File: src/rtl/qma_div.sv
// Signed sum over unsigned count, truncated toward zero, two lanes, one bit a cycle
module qma_div #(
  parameter int unsigned SUM_W = 29,
  parameter int unsigned CNT_W = 13
) (
  input  logic                    clk,
  input  logic                    rst_n,
  input  logic                    start,
  input  logic signed [SUM_W-1:0] num_x,
  input  logic signed [SUM_W-1:0] num_y,
  input  logic [CNT_W-1:0]        den,
  output logic                    done,
  output logic [15:0]             quo_x,
  output logic [15:0]             quo_y
);

  localparam int unsigned STEP_W = $clog2(SUM_W + 1);

  logic              busy_r;
  logic [STEP_W-1:0] step_r;
  logic [SUM_W-1:0]  qx_r, qy_r;
  logic [CNT_W:0]    remx_r, remy_r;
  logic [CNT_W-1:0]  den_r;
  logic              negx_r, negy_r;
  logic              done_r;
  logic [CNT_W:0]    trx, try_;
  logic              gex, gey;
  logic [15:0]       qlx, qly;

  // Shift in next dividend bit and trial subtract
  assign trx  = {remx_r[CNT_W-1:0], qx_r[SUM_W-1]};
  assign try_ = {remy_r[CNT_W-1:0], qy_r[SUM_W-1]};
  assign gex  = trx >= {1'b0, den_r};
  assign gey  = try_ >= {1'b0, den_r};

  always_ff @(posedge clk) begin
    if (!rst_n) begin
      busy_r <= 1'b0;
      done_r <= 1'b0;
      step_r <= '0;
    end else begin
      done_r <= 1'b0;
      if (start) begin
        busy_r <= 1'b1;
        step_r <= '0;
      end else if (busy_r) begin
        step_r <= step_r + 1'b1;
        if (step_r == STEP_W'(SUM_W - 1)) begin
          busy_r <= 1'b0;
          done_r <= 1'b1;
        end
      end
    end
  end

  always_ff @(posedge clk) begin
    if (start) begin
      qx_r   <= num_x[SUM_W-1] ? SUM_W'(-num_x) : num_x;
      qy_r   <= num_y[SUM_W-1] ? SUM_W'(-num_y) : num_y;
      negx_r <= num_x[SUM_W-1];
      negy_r <= num_y[SUM_W-1];
      remx_r <= '0;
      remy_r <= '0;
      den_r  <= den;
    end else if (busy_r) begin
      remx_r <= gex ? trx - {1'b0, den_r} : trx;
      remy_r <= gey ? try_ - {1'b0, den_r} : try_;
      qx_r   <= {qx_r[SUM_W-2:0], gex};
      qy_r   <= {qy_r[SUM_W-2:0], gey};
    end
  end

  // Apply sign to the magnitude quotient
  assign qlx   = qx_r[15:0];
  assign qly   = qy_r[15:0];
  assign quo_x = negx_r ? 16'(-qlx) : qlx;
  assign quo_y = negy_r ? 16'(-qly) : qly;
  assign done  = done_r;

endmodule

File: config.mk
export PLATFORM = sky130hd
export DESIGN_NAME = qma_div
export DESIGN_NICKNAME = d
export VERILOG_FILES = /design/src/rtl/qma_div.sv
export SDC_FILE = /design/constraint.sdc
export NUM_CORES = 1
export LEC_CHECK = 0
export BUFFER_PORTS_ARGS = -buffer_cell sky130_fd_sc_hd__buf_4
export CAP_MARGIN = 5
export CORE_MARGIN = 4
export CORE_UTILIZATION = 58
export DETAILED_ROUTE_END_ITERATION = 10
export GPL_TIMING_DRIVEN = 0
export PLACE_DENSITY = 0.81
export RECOVER_POWER = 100
export SYNTH_ARGS = -nofsm -noshare
export SYNTH_HDL_FRONTEND = slang
export SYNTH_SLANG_ARGS = --single-unit
File: constraint.sdc
create_clock -name clk -period 3.3 [get_ports clk]
set_input_delay 0.165 -clock clk [delete_from_list [all_inputs] [get_ports clk]]
set_output_delay 0.165 -clock clk [all_outputs]
set_load 0.1 [all_outputs]
# --- Word level (Yosys, flattened, before mapping) ---
# Cells that the tools add are included.
word_totals:
  ff_bits: 106
  out_inout_bits: 33
op_classes:
  add_sub_neg: 7
  n_bitwise: 2
  eq_ne: 1
  muxes: 14
  magnitude_cmp: 2
  reduce_logical: 3
ops:
  columns: ["cell", "n"]
  rows:
  - ["two-way mux 29 bit", 6]
  - ["negation 29 bit", 2]
  - ["two-way mux 16 bit", 2]
  - ["negation 16 bit", 2]
  - [">= comparator 14 x 13 -> 1 bit", 2]
  - ["two-way mux 13 bit", 2]
  - ["subtractor 13 bit", 2]
  - ["adder 5 x 1 -> 5 bit, second input constant", 1]
  - ["== test 5 bit, second input constant", 1]
  - ["two-way mux 1 bit", 4]
  - ["OR reduction 3 bit", 1]
  - ["NOT 1 bit", 2]
  - ["nonzero test 2 bit", 1]
  - ["OR reduction 2 bit", 1]

# --- Longest topological paths before layout ---
logic_depth:
  depth_word: 4
  ltp_mapped: 11

# --- Worst setup path after synthesis ---
# OpenSTA, ideal clock, no wires.
synth_path:
  kind: "register -> output"
  from: "register qx_r[1]"
  to: "output port quo_x[15]"
  path_buffers: 0
  setup_slack_ns: 0.318
  required_time_ns: 3.135
  arrival_ns: 2.817
  path_stages_with_launch: 6
  path_cell_list: "edfxtp_1 > or3_1 > or3b_2 > or4_4 > o31ai_1 > xnor2_1"
synth_between:
  elab_chain_cells: 2
synth_lines:
  columns: ["element", "line_no", "rtl"]
  rows:
  - ["start: declaration", "21", "logic [SUM_W-1:0] qx_r, qy_r;"]
  - ["start signal: assignment", "58", "qx_r <= num_x[SUM_W-1] ? SUM_W'(-num_x) : num_x;"]
  - ["start signal: assignment", "68", "qx_r <= {qx_r[SUM_W-2:0], gex};"]
  - ["negation 16 bit", "76", "assign quo_x = negx_r ? 16'(-qlx) : qlx;"]
  - ["two-way mux 16 bit", "76", null]
  - ["end: declaration", "13", "output logic [15:0] quo_x,"]
# No other way between the ends.

# --- Final worst setup path ---
# Ends and elaborated chain as after synthesis.

==> impl_metrics.toml <==
[layout]
layout_common_cells = "nor2_1 (104), a21oi_1 (73), edfxtp_1 (73)"
fillCellCount = 1017
area_delta_synth_final_pct = 18.6
final_common_cell = "nor2_1"
final_nets = 1047
antennaDiodeCount = 0
drive_above_1_share = 0.129

[pwr]
seqPwrFrac = 0.390
p_int_w = 0.00261
p_sw_frac = 0.396
p_switching_w = 0.00171
p_clk_frac = 0.243
p_per_area_nw_per_um2 = 504
p_leak_nw = 3.30
pwr-share-comb = 0.367
peakVddDrop_mv = 0.446

[clocking]
clock_latency_ps = 360
cts-buffers-inserted = 9
clock-sinks = 106
cts.clk_slew.worst_paths_ps = 70
post-cts-setup-buffers = 0
cts_buffer_depth = 2
cts_tree = "yes"
root_buffer = "clkbuf_16"
htree_levels = 3

[floorplanning]
core_um2 = 12100
start_util = 0.597
die_h_um = 120
fp.dieW_um = 120
rows = 40
ios = 107
die_area_um2 = 14300

[place]
pre_cts_ws_ps = 127
place.gp.congestion = 0.911
io_buffers = 106
place_hpwl_um = 13600

[drt]
vias = 6537
dr.pass1.iters = 5
drtIter0Drc = 466
viasPerCell = 5.88
wl_per_cell_um = 16.6
ant_nets = 0
route.detailed.drc = 0
wl_um = 18500

[synth]
synthSimpleGateAreaFrac = 0.179
ys_seq_area_frac = 0.394
async_flop_share = 0
synth_xor_area_frac = 0.117
synth_compound_area_frac = 0.196
syn-cell-area_um2 = 7230
yosys_register_bits = 106
synth_cell_types = 58
synthesis.nets = 914
synth.area.mux_share = 0.0142
synth_edf_count = 73
yosysWarnings = 0
syn_inst = 806
postSynthAreaPerCell_um2 = 8.97
synth-adder-area-share = 0.0609
yosys_most_used_dff = "edfxtp_1"
synth_top_family_by_area = "compound AO/OA/AOI/OAI gates"

[min_path]
worst_hold_path_type = "input pin to flop"

[worst_setup_path]
crit_family = "simple AND/OR/NAND/NOR gates"
worst_ep_required_time_ps = 3130
cp.arrival_ps = 2990
endpoint_kind = "output port"
critPathMaxFanout = 3
critPathMaxStageDelay_ps = 520
critPathLaunchType = "flop"
crit_slowest_cell = "or3b_2"
worstPathCellList = "or3_1 -> or3b_2 -> or4_4 -> o31ai_1 -> xnor2_1 -> clkbuf_4"
path_class = "flop to output port"
r2r_slack_ps = 280
path_buf_inv = 1

[grt]
antenna_found_initial = 0
overflow = 0
grt_pass1_vias = 6219
grt_max_degree = 33
grt_pass1_wl_um = 30100
gr-usage-all-layers = 0.260

[timing]
tightestPinTransition_ps = 1400
finClkSkew_ps = 8.93
finalSetupViolations = 0
period_share = 0.957
relSlewSlack = 0.0667
postLayoutSetupSlackWorst_ps = 141
final-max-slew-violation-count = 0
finalHoldViolations = 0
rsz0062_at_grt = "no"
max_freq_mhz = 317
min_period_ps = 3160
tns_ps = 0

[status]
status = "complete, no violations"

[job]
drv_cap = 0
[timing repair]
action | CTS | global route
endpoints found under the setup margin | 0 | 11
endpoints found under the hold margin | 15 | 0
gates resized for setup | 0 | 1
hold buffers | 15 | 0
[synthesized netlist by cell type (12+ instances only)]
master | instances | area share
xor2_1 | 59 | 0.071
dfxtp_1 | 33 | 0.091
edfxtp_1 | 73 | 0.30
a211oi_1 | 16 | 0.017
ha_1 | 32 | 0.055
or3_1 | 16 | 0.014
o31ai_1 | 32 | 0.033
nand2b_1 | 15 | 0.013
nand2_1 | 64 | 0.033
inv_1 | 34 | 0.018
xnor2_1 | 38 | 0.046
nand3_1 | 12 | 0.0083
clkbuf_1 | 25 | 0.013
nor2_1 | 104 | 0.054
nor3_1 | 16 | 0.011
a21oi_1 | 73 | 0.051
o21ai_0 | 45 | 0.031
[routing by layer]
metal	GRT usage	share of wire	vias to the layer above
li1	-	-	3189
met1	0.345	0.43	3066
met2	0.425	0.48	236
met3	0.0434	0.064	46
met4	0.107	0.031	0
met5	0	0	-
[through the flow]
stage	std cells	util	hold WS [ps]	total power, W	cell area, um2
after detailed placement	1081	0.682	345	0.00333	8260
after global routing	1111	0.708	57.7	0.00453	8580
final	1111	0.708	48.1	0.00433	8580
after global placement	1080	0.680	344	0.00330	8240
after floorplan	806	-	264	0.00291	7230
after CTS	1111	0.717	42.1	0.00438	8690
[layout make-up]
class	count	area (um2)	share of cell area
Buffer	36	146	0.0171
Tap cell	168	210	0.0245
Timing Repair Buffer	122	856	0.0997
Sequential cell	106	2850	0.332
Multi-Input combinational cell	630	4110	0.479
Clock inverter	4	43.8	0.00510
Clock buffer	11	233	0.0271
Inverter	34	128	0.0149
[cell families after synthesis]
family                   count (synthesis)
multiplexers                            10
flip-flops                             106
AO/OA/AOI/OAI                          218
AND/OR/NAND/NOR                        271
buffers and inverters                   70
adder cells (fa/ha/maj)                 34
XOR/XNOR                                97
[power by group through the flow]
stage	logic, W	registers, W	clock network [W]
detailed placement	0.00161	0.00171	0
global route	0.00171	0.00170	0.00112
floorplan	0.00123	0.00168	0
finish	0.00159	0.00169	0.00105
global placement	0.00159	0.00171	0
CTS	0.00164	0.00168	0.00106
[worst paths after layout]
path | from | end | depth (start not counted)
max | qx_r[1] | quo_x[15] | 6
min | rst_n | busy_r | 2
max reg2reg | qx_r[28] | remx_r[2] | 11
min reg2reg | remx_r[12] | remx_r[12] | 2
[registers in the layout, summed over array words and instances, names as in the netlist]
register / flops
qy_r: 29
step_r: 5
remx_r: 13
busy_r: 1
negx_r: 1
negy_r: 1
den_r: 13
qx_r: 29
remy_r: 13
done: 1
[worst reg2reg max path: stages, from the launching register on]
cell and delay [ps]:
edfxtp_1 380, inv_1 70, ha_1 150, inv_1 50, fa_1 410, a21o_1 230
a221oi_2 420, a211oi_1 200, or2_2 380, clkbuf_2 230, o21ai_0 250, o21ai_0 110
Note: power is estimated with default switching activity, not from simulation.
